`src/rtl/rgb_led_chain_frame_encoder_macros.svh`:
```
// Assertion macros shared by the RGB LED chain encoder RTL.
// Simulation builds get concurrent checks; synthesis builds get nothing.
`ifndef RGB_LED_CHAIN_FRAME_ENCODER_MACROS_SVH
`define RGB_LED_CHAIN_FRAME_ENCODER_MACROS_SVH
`ifndef SYNTHESIS
// antecedent implies consequent in the same cycle
`define RLCE_ASSERT_IMPL(label, clk, rst_n, ante, cons) \
  label: assert property (@(posedge clk) disable iff (!rst_n) (ante) |-> (cons)) \
    else $error("rlce check failed");
// antecedent implies consequent in the next cycle
`define RLCE_ASSERT_NEXT(label, clk, rst_n, ante, cons) \
  label: assert property (@(posedge clk) disable iff (!rst_n) (ante) |=> (cons)) \
    else $error("rlce check failed");
`else
`define RLCE_ASSERT_IMPL(label, clk, rst_n, ante, cons)
`define RLCE_ASSERT_NEXT(label, clk, rst_n, ante, cons)
`endif
`endif

```
`src/rtl/rlce_pkg.sv`:
```
// Shared types, codes and tables for the RGB LED chain frame encoder.
// No dependencies.
`default_nettype none
package rlce_pkg;

  localparam int unsigned LED_COUNT_DEF = 32;
  localparam int unsigned BITS_PER_LED  = 24;
  localparam int unsigned BIT_POS_W     = 5;
  localparam int unsigned DUTY_W        = 9;
  localparam int unsigned CFG_IDX_W     = 3;

  localparam logic [DUTY_W-1:0] DUTY_ZERO_RST    = 9'd60;
  localparam logic [DUTY_W-1:0] DUTY_ONE_RST     = 9'd120;
  localparam logic              BLINK_EN_RST     = 1'b1;
  localparam logic [7:0]        LIT_TICKS_RST    = 8'd10;
  localparam logic [7:0]        BLINK_PERIOD_RST = 8'd100;

  typedef enum logic [2:0] {
    FUNC_SET_COLOR = 3'd0,
    FUNC_REFRESH   = 3'd1,
    FUNC_BUILD     = 3'd2,
    FUNC_TICK      = 3'd3,
    FUNC_SLOT      = 3'd4
  } func_e;

  typedef enum logic [CFG_IDX_W-1:0] {
    REG_DUTY_ZERO    = 3'd0,
    REG_DUTY_ONE     = 3'd1,
    REG_BLINK_EN     = 3'd2,
    REG_LIT_TICKS    = 3'd3,
    REG_BLINK_PERIOD = 3'd4
  } cfg_reg_e;

  typedef enum logic [1:0] {
    STARTED_NONE = 2'd0,
    STARTED_LIT  = 2'd1,
    STARTED_DARK = 2'd2
  } started_e;

  typedef struct packed {
    logic [DUTY_W-1:0] duty_zero;
    logic [DUTY_W-1:0] duty_one;
    logic              blink_en;
    logic [7:0]        lit_ticks;
    logic [7:0]        blink_period;
  } cfg_t;

  // gamma 2.2 correction, indexed by raw 8-bit brightness
  localparam logic [7:0] GAMMA_LUT [0:255] = '{
    8'd0,8'd0,8'd0,8'd0,8'd0,8'd0,8'd0,8'd0,8'd0,8'd0,8'd0,8'd0,8'd0,8'd0,8'd0,8'd1,
    8'd1,8'd1,8'd1,8'd1,8'd1,8'd1,8'd1,8'd1,8'd1,8'd2,8'd2,8'd2,8'd2,8'd2,8'd2,8'd2,
    8'd3,8'd3,8'd3,8'd3,8'd3,8'd4,8'd4,8'd4,8'd4,8'd5,8'd5,8'd5,8'd5,8'd6,8'd6,8'd6,
    8'd6,8'd7,8'd7,8'd7,8'd8,8'd8,8'd8,8'd9,8'd9,8'd9,8'd10,8'd10,8'd11,8'd11,8'd11,
    8'd12,8'd12,8'd13,8'd13,8'd13,8'd14,8'd14,8'd15,8'd15,8'd16,8'd16,8'd17,8'd17,
    8'd18,8'd18,8'd19,8'd19,8'd20,8'd20,8'd21,8'd22,8'd22,8'd23,8'd23,8'd24,8'd25,
    8'd25,8'd26,8'd26,8'd27,8'd28,8'd28,8'd29,8'd30,8'd30,8'd31,8'd32,8'd33,8'd33,
    8'd34,8'd35,8'd35,8'd36,8'd37,8'd38,8'd39,8'd39,8'd40,8'd41,8'd42,8'd43,8'd43,
    8'd44,8'd45,8'd46,8'd47,8'd48,8'd49,8'd49,8'd50,8'd51,8'd52,8'd53,8'd54,8'd55,
    8'd56,8'd57,8'd58,8'd59,8'd60,8'd61,8'd62,8'd63,8'd64,8'd65,8'd66,8'd67,8'd68,
    8'd69,8'd70,8'd71,8'd73,8'd74,8'd75,8'd76,8'd77,8'd78,8'd79,8'd81,8'd82,8'd83,
    8'd84,8'd85,8'd87,8'd88,8'd89,8'd90,8'd91,8'd93,8'd94,8'd95,8'd97,8'd98,8'd99,
    8'd100,8'd102,8'd103,8'd105,8'd106,8'd107,8'd109,8'd110,8'd111,8'd113,8'd114,
    8'd116,8'd117,8'd119,8'd120,8'd121,8'd123,8'd124,8'd126,8'd127,8'd129,8'd130,
    8'd132,8'd133,8'd135,8'd137,8'd138,8'd140,8'd141,8'd143,8'd145,8'd146,8'd148,
    8'd149,8'd151,8'd153,8'd154,8'd156,8'd158,8'd159,8'd161,8'd163,8'd165,8'd166,
    8'd168,8'd170,8'd172,8'd173,8'd175,8'd177,8'd179,8'd181,8'd182,8'd184,8'd186,
    8'd188,8'd190,8'd192,8'd194,8'd196,8'd197,8'd199,8'd201,8'd203,8'd205,8'd207,
    8'd209,8'd211,8'd213,8'd215,8'd217,8'd219,8'd221,8'd223,8'd225,8'd227,8'd229,
    8'd231,8'd234,8'd236,8'd238,8'd240,8'd242,8'd244,8'd246,8'd248,8'd251,8'd253,
    8'd255
  };

endpackage
`default_nettype wire

```
`src/rtl/rgb_led_chain_frame_encoder.sv`:
```
// RGB LED chain frame encoder, top level: config registers plus sequencer.
// Each item passes the execute state before its done_o strobe; a data slot
// also passes slot-wait, and a frame build with a refresh pending walks a
// read and a write state per LED, writing only dirty LEDs. One item at a
// time; busy stays high meanwhile. Results cannot be stalled by the receiver.
// Async active-low reset: frame and color stores read as zero, all LEDs dirty.
`default_nettype none
module rgb_led_chain_frame_encoder
  import rlce_pkg::*;
#(
  parameter int unsigned LED_COUNT = LED_COUNT_DEF
) (
  input  wire logic                 clk_i,
  input  wire logic                 rst_ni,
  // configuration write port
  input  wire logic                 cfg_we_i,
  input  wire logic [CFG_IDX_W-1:0] cfg_idx_i,
  input  wire logic [DUTY_W-1:0]    cfg_wdata_i,
  // item command
  input  wire logic                 start,
  output logic                      busy,
  input  wire logic [2:0]           func_i,
  input  wire logic [7:0]           led_index_i,
  input  wire logic [7:0]           red_i,
  input  wire logic [7:0]           green_i,
  input  wire logic [7:0]           blue_i,
  // result, valid for the single cycle done_o is high
  output logic                      done_o,
  output logic                      status_o,
  output logic [DUTY_W-1:0]         duty_o,
  output logic                      last_slot_o,
  output logic                      sending_o,
  output logic [1:0]                started_o
);

  // Config registers. The user must write them only while idle, so the
  // sequencer sees stable values for the whole item; the block does not enforce it.
  cfg_t cfg_q;

  always_ff @(posedge clk_i or negedge rst_ni) begin
    if (!rst_ni) begin
      cfg_q.duty_zero    <= DUTY_ZERO_RST;
      cfg_q.duty_one     <= DUTY_ONE_RST;
      cfg_q.blink_en     <= BLINK_EN_RST;
      cfg_q.lit_ticks    <= LIT_TICKS_RST;
      cfg_q.blink_period <= BLINK_PERIOD_RST;
    end else if (cfg_we_i) begin
      unique case (cfg_idx_i)
        REG_DUTY_ZERO:    cfg_q.duty_zero    <= cfg_wdata_i;
        REG_DUTY_ONE:     cfg_q.duty_one     <= cfg_wdata_i;
        REG_BLINK_EN:     cfg_q.blink_en     <= cfg_wdata_i[0];
        REG_LIT_TICKS:    cfg_q.lit_ticks    <= cfg_wdata_i[7:0];
        REG_BLINK_PERIOD: cfg_q.blink_period <= cfg_wdata_i[7:0];
        default: begin
          // unmapped index: write is dropped
        end
      endcase
    end
  end

  // Sequencer owns both stores, the dirty walk, blink timer and the
  // slot pointer (LED number plus bit position, MSB first).
  rlce_ctrl #(
    .LED_COUNT(LED_COUNT)
  ) u_ctrl (
    .clk_i      (clk_i),
    .rst_ni     (rst_ni),
    .cfg_i      (cfg_q),
    .start      (start),
    .busy       (busy),
    .func_i     (func_i),
    .led_index_i(led_index_i),
    .red_i      (red_i),
    .green_i    (green_i),
    .blue_i     (blue_i),
    .done_o     (done_o),
    .status_o   (status_o),
    .duty_o     (duty_o),
    .last_slot_o(last_slot_o),
    .sending_o  (sending_o),
    .started_o  (started_o)
  );

endmodule
`default_nettype wire

```
`src/rtl/rlce_ram.sv`:
```
// Generic single-write, single-read RAM with registered read data.
// No dependencies.
`default_nettype none
module rlce_ram #(
  parameter int unsigned WIDTH = 24,
  parameter int unsigned DEPTH = 32,
  localparam int unsigned AW = (DEPTH > 1) ? $clog2(DEPTH) : 1
) (
  input  wire logic             clk_i,
  input  wire logic             we_i,
  input  wire logic [AW-1:0]    waddr_i,
  input  wire logic [WIDTH-1:0] wdata_i,
  input  wire logic [AW-1:0]    raddr_i,
  output logic      [WIDTH-1:0] rdata_o
);

  logic [WIDTH-1:0] mem_q [DEPTH];

  always_ff @(posedge clk_i) begin
    if (we_i) begin
      mem_q[waddr_i] <= wdata_i;
    end
    rdata_o <= mem_q[raddr_i];
  end

endmodule
`default_nettype wire

```
`src/rtl/rlce_ctrl.sv`:
```
// Sequencer and datapath of the LED chain encoder: color/frame RAMs,
// dirty walk, blink timer and slot encoder. Uses rlce_pkg, rlce_ram.
`default_nettype none
`include "rgb_led_chain_frame_encoder_macros.svh"
module rlce_ctrl
  import rlce_pkg::*;
#(
  parameter int unsigned LED_COUNT = LED_COUNT_DEF
) (
  input  wire logic              clk_i,
  input  wire logic              rst_ni,
  input  wire cfg_t              cfg_i,
  input  wire logic              start,
  output logic                   busy,
  input  wire logic [2:0]        func_i,
  input  wire logic [7:0]        led_index_i,
  input  wire logic [7:0]        red_i,
  input  wire logic [7:0]        green_i,
  input  wire logic [7:0]        blue_i,
  output logic                   done_o,
  output logic                   status_o,
  output logic [DUTY_W-1:0]      duty_o,
  output logic                   last_slot_o,
  output logic                   sending_o,
  output logic [1:0]             started_o
);

  localparam int unsigned AW = (LED_COUNT > 1) ? $clog2(LED_COUNT) : 1;
  localparam int unsigned PW = $clog2(LED_COUNT + 1);
  localparam logic [BIT_POS_W-1:0] TOP_BIT = BIT_POS_W'(BITS_PER_LED - 1);

  typedef enum logic [2:0] {
    ST_IDLE,
    ST_EXEC,
    ST_BUILD_RD,
    ST_BUILD_WR,
    ST_SLOT_WAIT
  } state_e;

  state_e                 state_q;
  func_e                  func_q;
  logic [7:0]             idx_q, red_q, green_q, blue_q;
  logic                   refresh_q;
  logic [7:0]             blink_cnt_q;
  logic                   send_pend_q, lit_phase_q;
  logic                   active_q, dark_q;
  logic [PW-1:0]          led_ptr_q;
  logic [BIT_POS_W-1:0]   bit_pos_q;
  logic [AW-1:0]          build_idx_q;
  logic [LED_COUNT-1:0]   dirty_q, cvalid_q, fvalid_q;
  logic                   done_q, status_q, last_q;
  logic [DUTY_W-1:0]      duty_q;
  started_e               started_q;

  // blink tick, next-state values
  logic [7:0] blink_top, blink_cnt_d;
  logic       send_pend_d, lit_phase_d, xfer_go, xfer_dark;

  always_comb begin
    blink_top   = (cfg_i.blink_period == 8'd0) ? 8'd0 : cfg_i.blink_period - 8'd1;
    send_pend_d = send_pend_q;
    lit_phase_d = lit_phase_q;
    if (blink_cnt_q < blink_top) begin
      blink_cnt_d = blink_cnt_q + 8'd1;
    end else begin
      blink_cnt_d = 8'd0;
      send_pend_d = 1'b1;
      lit_phase_d = 1'b1;
    end
    if (lit_phase_d && (blink_cnt_d >= cfg_i.lit_ticks)) begin
      send_pend_d = 1'b1;
      lit_phase_d = 1'b0;
    end
    xfer_go   = 1'b0;
    xfer_dark = 1'b0;
    if (cfg_i.blink_en) begin
      if (send_pend_d) begin
        send_pend_d = 1'b0;
        xfer_go     = 1'b1;
        xfer_dark   = !lit_phase_d;
      end
    end else begin
      xfer_go = 1'b1;
    end
  end

  // color store: written by set color, read by the build walk
  logic                       idx_ok;
  logic                       c_we;
  logic [BITS_PER_LED-1:0]    c_wdata, c_rdata;
  // frame store: written by the build walk, read by slot requests
  logic                       f_we;
  logic [BITS_PER_LED-1:0]    f_wdata, f_rdata, frame_word;
  logic                       slot_bit;

  assign idx_ok  = idx_q < 8'(LED_COUNT);
  assign c_we    = (state_q == ST_EXEC) && (func_q == FUNC_SET_COLOR) && idx_ok;
  assign c_wdata = {GAMMA_LUT[green_q], GAMMA_LUT[red_q], GAMMA_LUT[blue_q]};
  assign f_we    = (state_q == ST_BUILD_WR) && dirty_q[build_idx_q];
  assign f_wdata = cvalid_q[build_idx_q] ? c_rdata : '0;

  assign frame_word = fvalid_q[led_ptr_q[AW-1:0]] ? f_rdata : '0;
  assign slot_bit   = !dark_q && frame_word[TOP_BIT - bit_pos_q];

  rlce_ram #(
    .WIDTH(BITS_PER_LED),
    .DEPTH(LED_COUNT)
  ) u_color_ram (
    .clk_i  (clk_i),
    .we_i   (c_we),
    .waddr_i(idx_q[AW-1:0]),
    .wdata_i(c_wdata),
    .raddr_i(build_idx_q),
    .rdata_o(c_rdata)
  );

  rlce_ram #(
    .WIDTH(BITS_PER_LED),
    .DEPTH(LED_COUNT)
  ) u_frame_ram (
    .clk_i  (clk_i),
    .we_i   (f_we),
    .waddr_i(build_idx_q),
    .wdata_i(f_wdata),
    .raddr_i(led_ptr_q[AW-1:0]),
    .rdata_o(f_rdata)
  );

  always_ff @(posedge clk_i or negedge rst_ni) begin
    if (!rst_ni) begin
      state_q     <= ST_IDLE;
      func_q      <= FUNC_SET_COLOR;
      idx_q       <= '0;
      red_q       <= '0;
      green_q     <= '0;
      blue_q      <= '0;
      refresh_q   <= 1'b1;
      blink_cnt_q <= '0;
      send_pend_q <= 1'b0;
      lit_phase_q <= 1'b0;
      active_q    <= 1'b0;
      dark_q      <= 1'b0;
      led_ptr_q   <= '0;
      bit_pos_q   <= '0;
      build_idx_q <= '0;
      dirty_q     <= '1;
      cvalid_q    <= '0;
      fvalid_q    <= '0;
      done_q      <= 1'b0;
      status_q    <= 1'b0;
      duty_q      <= '0;
      last_q      <= 1'b0;
      started_q   <= STARTED_NONE;
    end else begin
      done_q <= 1'b0;
      unique case (state_q)
        ST_IDLE: begin
          if (start) begin
            func_q  <= func_e'(func_i);
            idx_q   <= led_index_i;
            red_q   <= red_i;
            green_q <= green_i;
            blue_q  <= blue_i;
            state_q <= ST_EXEC;
          end
        end
        ST_EXEC: begin
          status_q  <= 1'b0;
          duty_q    <= '0;
          last_q    <= 1'b0;
          started_q <= STARTED_NONE;
          done_q    <= 1'b1;
          state_q   <= ST_IDLE;
          unique case (func_q)
            FUNC_SET_COLOR: begin
              if (idx_ok) begin
                dirty_q[idx_q[AW-1:0]]  <= 1'b1;
                cvalid_q[idx_q[AW-1:0]] <= 1'b1;
              end else begin
                status_q <= 1'b1;
              end
            end
            FUNC_REFRESH: begin
              refresh_q <= 1'b1;
            end
            FUNC_BUILD: begin
              if (refresh_q) begin
                refresh_q   <= 1'b0;
                build_idx_q <= '0;
                done_q      <= 1'b0;
                state_q     <= ST_BUILD_RD;
              end
            end
            FUNC_TICK: begin
              blink_cnt_q <= blink_cnt_d;
              send_pend_q <= send_pend_d;
              lit_phase_q <= lit_phase_d;
              if (xfer_go) begin
                active_q  <= 1'b1;
                dark_q    <= xfer_dark;
                led_ptr_q <= '0;
                bit_pos_q <= '0;
                started_q <= xfer_dark ? STARTED_DARK : STARTED_LIT;
              end
            end
            FUNC_SLOT: begin
              if (active_q) begin
                if (led_ptr_q < PW'(LED_COUNT)) begin
                  done_q  <= 1'b0;
                  state_q <= ST_SLOT_WAIT;
                end else begin
                  last_q    <= 1'b1;
                  active_q  <= 1'b0;
                  led_ptr_q <= '0;
                  bit_pos_q <= '0;
                end
              end
            end
            default: begin
            end
          endcase
        end
        ST_BUILD_RD: begin
          state_q <= ST_BUILD_WR;
        end
        ST_BUILD_WR: begin
          if (dirty_q[build_idx_q]) begin
            dirty_q[build_idx_q]  <= 1'b0;
            fvalid_q[build_idx_q] <= 1'b1;
          end
          if (build_idx_q == AW'(LED_COUNT - 1)) begin
            done_q  <= 1'b1;
            state_q <= ST_IDLE;
          end else begin
            build_idx_q <= build_idx_q + AW'(1);
            state_q     <= ST_BUILD_RD;
          end
        end
        ST_SLOT_WAIT: begin
          duty_q <= slot_bit ? cfg_i.duty_one : cfg_i.duty_zero;
          if (bit_pos_q == TOP_BIT) begin
            bit_pos_q <= '0;
            led_ptr_q <= led_ptr_q + PW'(1);
          end else begin
            bit_pos_q <= bit_pos_q + BIT_POS_W'(1);
          end
          done_q  <= 1'b1;
          state_q <= ST_IDLE;
        end
        default: begin
          state_q <= ST_IDLE;
        end
      endcase
    end
  end

  assign busy        = (state_q != ST_IDLE);
  assign done_o      = done_q;
  assign status_o    = status_q;
  assign duty_o      = duty_q;
  assign last_slot_o = last_q;
  assign sending_o   = active_q;
  assign started_o   = started_q;

  `RLCE_ASSERT_IMPL(a_last_ends_xfer, clk_i, rst_ni, done_q && last_q, !active_q)
  `RLCE_ASSERT_IMPL(a_start_sets_active, clk_i, rst_ni,
                    done_q && (started_q != STARTED_NONE), active_q)
  `RLCE_ASSERT_IMPL(a_duty_only_slot, clk_i, rst_ni,
                    done_q && (duty_q != '0), func_q == FUNC_SLOT)
  `RLCE_ASSERT_IMPL(a_slot_ptr_in_range, clk_i, rst_ni,
                    state_q == ST_SLOT_WAIT, led_ptr_q < PW'(LED_COUNT))
  `RLCE_ASSERT_NEXT(a_build_clears_refresh, clk_i, rst_ni,
                    state_q == ST_BUILD_RD, !refresh_q || (state_q == ST_BUILD_WR))

endmodule
`default_nettype wire
```
`config.mk`:
```
export PLATFORM = sky130hd
export DESIGN_NAME = rgb_led_chain_frame_encoder
export DESIGN_NICKNAME = d
export VERILOG_FILES = /design/src/rtl/rlce_pkg.sv /design/src/rtl/rgb_led_chain_frame_encoder.sv /design/src/rtl/rlce_ram.sv /design/src/rtl/rlce_ctrl.sv
export VERILOG_INCLUDE_DIRS = /design/src /design/src/rtl
export SDC_FILE = /design/constraint.sdc
export NUM_CORES = 2
export LEC_CHECK = 0
export BUFFER_PORTS_ARGS = -buffer_cell sky130_fd_sc_hd__buf_2
export CORE_ASPECT_RATIO = 1.1
export CORE_MARGIN = 3
export CORE_UTILIZATION = 60
export CTS_BUF_LIST = sky130_fd_sc_hd__clkbuf_8
export CTS_CLUSTER_DIAMETER = 200
export DETAILED_ROUTE_END_ITERATION = 10
export HOLD_SLACK_MARGIN = 0.08
export PLACE_DENSITY = 0.85
export SYNTH_ARGS = -nofsm -noshare
export SYNTH_HDL_FRONTEND = slang
export SYNTH_SLANG_ARGS = --single-unit
```
`constraint.sdc`:
```
create_clock -name clk_i -period 5.9 [get_ports clk_i]
set_input_delay 1.18 -clock clk_i [delete_from_list [all_inputs] [get_ports clk_i]]
set_output_delay 1.18 -clock clk_i [all_outputs]
set_load 0.02 [all_outputs]
```
==> metrics.yaml <==
path_class: "reg2reg"
io_buffer_count: 66
synth-warning-count: 0
max_stage_delay_ns: 0.91
clkTransAtPathRegs_ns: 0.07
setup_ws_ns: 0.8763
post_cts_resized: 0
drtPass1Iterations: 6
cts_setup_buffers: 0
num_vias: 41760
drt_iter0_markers: 5461
avgSynthCellArea_um2: 18.29
finalNetCount: 4339
synth_area_leaders: "edfxtp_1, mux4_2, dfrtp_1"
synth_cell_types: 82
tns_ns: 0
synth.area.mux_share_pct: 15.77
netlist.top_cell.by_area: "edfxtp_1"
drive_above_1_share_pct: 27.95
report.final.slew_viol_count: 0
io_pins: 67
synthSimpleGateAreaFrac_pct: 4.578
fin_crit_ns: 5.024
place.gp.congestion: 0.8647
synth_fa_ha_area_share_pct: 0.9315
ys_ff_latch: 1796
max_freq_mhz: 199.1
htree_levels: 5
crit_path_end_kind: "flop"
reg2reg_from: "cfg_q[3]"
syn_area_mm2: 0.07388
fp.dieArea_mm2: 0.1274
grtUsageTotal_pct: 29.87
grt_pass1_wl_um: 278200
synth_fp_nets: 4145
synth-edff-count: 1536
cts.sinks: 1796
drc_errors: 0
num_rows: 134
worst-r2r-cell-count: 16
critPathSlowestCell: "o311ai_1"
power.density_mw_per_mm2: 441.0
crit_chain: "nor3_1, nand3_1, nor3_1, mux2i_1, ha_1, nand4_1, nor2_1, a221oi_2, nand2b_1, ha_1, nand2b_1, a211o_1, a21oi_1, o311ai_1, o21ai_2, a211o_1"
core-area_mm2: 0.1217
root_buffer: "clkbuf_8"
synthTopCellsByCount: "edfxtp_1, mux4_2, dfrtp_1, clkbuf_1, nand2_1"
dp_hpwl_um: 107400
rsz0062_at_grt: "false"
yosysMostFrequentCell: "edfxtp_1"
rrSetupSlack_ns: 0.88
area_growth_pct: 10.44
synth_top_family_by_area: "multiplexers"
met1_length_um: 64790
grt_pass1_vias: 42144
status: "complete, no violations"
die_y_um: 374.0
cts_hold_buf: 0
antenna_found_initial: 10
async_flop_share_pct: 11.80
clock_latency_ns: 1.00
wl_per_cell_um: 31.03
timing.rr.end: "u_ctrl.led_ptr_q[2]"
start_kind: "flop"
setup_violations: 0
slew_headroom_pct: 12.00
worstPathArrival_ns: 5.84
num-fill-cells: 7334
grt-ovfl-total: 0
synth_top_area_share_pct: 62.43
syn_inst: 4039
vias_per_cell: 6.880
dr_wl_met2_um: 94350
min_period_over_period_pct: 85.15
drt-total-wl_um: 188400
numCtsBuffers: 286
worst_pin_slew_ns: 1.320
grt_max_degree: 137
cts_tree: "yes"
hold_viol: 0
synth_xor_area_share_pct: 0.2252
critPathMaxFanout: 13
peakVddDrop_uv: 680.4
p_leak_nw: 26.60
yosysSeqAreaShare_pct: 70.99
start_util_pct: 60.70
chipWidth_um: 340.6
top_layer: "met5"
preCtsSetupSlack_ns: 0.9615
dp_cells: 5577
synth_compound_area_share_pct: 5.545
yosys_most_used_dff: "edfxtp_1"
final_cells: 6070
critPathRequiredTime_ns: 6.72
drtAntennaViolNets: 0
finClkSkew_ns: 0.1207
met3WireLength_um: 20050
hold_path_class: "in2async"
clock_path_buffers: 4
max_cap_violations: 0
[worst max path at each step]
stage                     slack, ns                  end  startpoint
final                          0.88  u_ctrl.led_ptr_q[2]    cfg_q[3]
after global routing           0.46  u_ctrl.led_ptr_q[2]    cfg_q[3]
after CTS                      0.95  u_ctrl.led_ptr_q[2]    cfg_q[3]
after detailed placement       0.96  u_ctrl.led_ptr_q[2]    cfg_q[3]
after global placement         1.04  u_ctrl.led_ptr_q[2]    cfg_q[3]
after floorplan                1.78  u_ctrl.led_ptr_q[2]    cfg_q[3]
[area by class of cell]
class,count,area [um2],share of cell area (%)
tap,1632,2042,2.503
multi-input combinational,1904,20370,24.96
clock inverter,180,949.7,1.164
antenna,2,5.005,0.006134
inverter,72,272.8,0.3343
sequential,1796,52470,64.31
timing repair buffer,173,1206,1.478
clock buffer,311,4280,5.246
[cells in the final DEF (no fill, tap or decap), types with 91 or more instances in the layout]
cell type / instances
a22oi_1: 103
buf_4: 102
clkbuf_8: 311
dfrtp_1: 160
edfxtp_1: 1536
inv_1: 155
mux4_2: 462
nand2_1: 146
nor2_1: 91
o21ai_0: 123
[sequential cells by signal, indices dropped and copies added, names as in the netlist, 9 cells and up]
register                    flops
u_ctrl.u_color_ram.mem_q      768
u_ctrl.u_frame_ram.mem_q      768
cfg_q                          35
u_ctrl.cvalid_q                32
u_ctrl.dirty_q                 32
u_ctrl.fvalid_q                32
u_ctrl.u_color_ram.rdata_o     24
u_ctrl.u_frame_ram.rdata_o     24
u_ctrl.duty_o                   9
[per-layer routing]
metal / track usage [%] / vias to the layer above
met5: 0 / -
met4: 13.91 / 8
met3: 6.977 / 599
met2: 48.69 / 3155
met1: 38.56 / 21182
li1: - / 16816
[metrics by stage]
| stage | power (mW) | area (um2) | utilization, % | hold slack, ns |
|---|---|---|---|---|
| global route | 37.39 | 81590 | 67.03 | 0.2096 |
| CTS | 35.92 | 81580 | 67.03 | 0.1541 |
| detailed placement | 26.16 | 76350 | 62.73 | 0.4480 |
| global placement | 25.84 | 76350 | 62.73 | 0.4460 |
| finish | 35.98 | 81590 | 67.03 | 0.2140 |
| floorplan | 23.13 | 73880 | - | 0.4289 |
[critical path: cells and delay by family (launching register included)]
family / cells / cell delay, ns
DFF: 1 / 0.42
AOI/OAI and AO/OA: 6 / 2.44
adders and majority gates: 2 / 0.59
muxes: 1 / 0.23
and+or+nand+nor: 7 / 1.22
[cell families (layout without fill, tap and decap cells)]
family,Yosys count,in the layout
other,0,2
XOR/XNOR,19,19
AO/OA/AOI/OAI,593,593
flip-flops,1796,1796
multiplexers,577,577
buffers and inverters,339,736
adder cells (fa/ha/maj),55,55
AND/OR/NAND/NOR,660,660
[report_power, final]
group	internal (mW)	switching (mW)	total [mW]
clock	5.18	4.70	9.88
combinational	3.24	5.82	9.06
sequential	16.1	0.958	17.0
No activity file was read; power rests on OpenSTA's default activity.
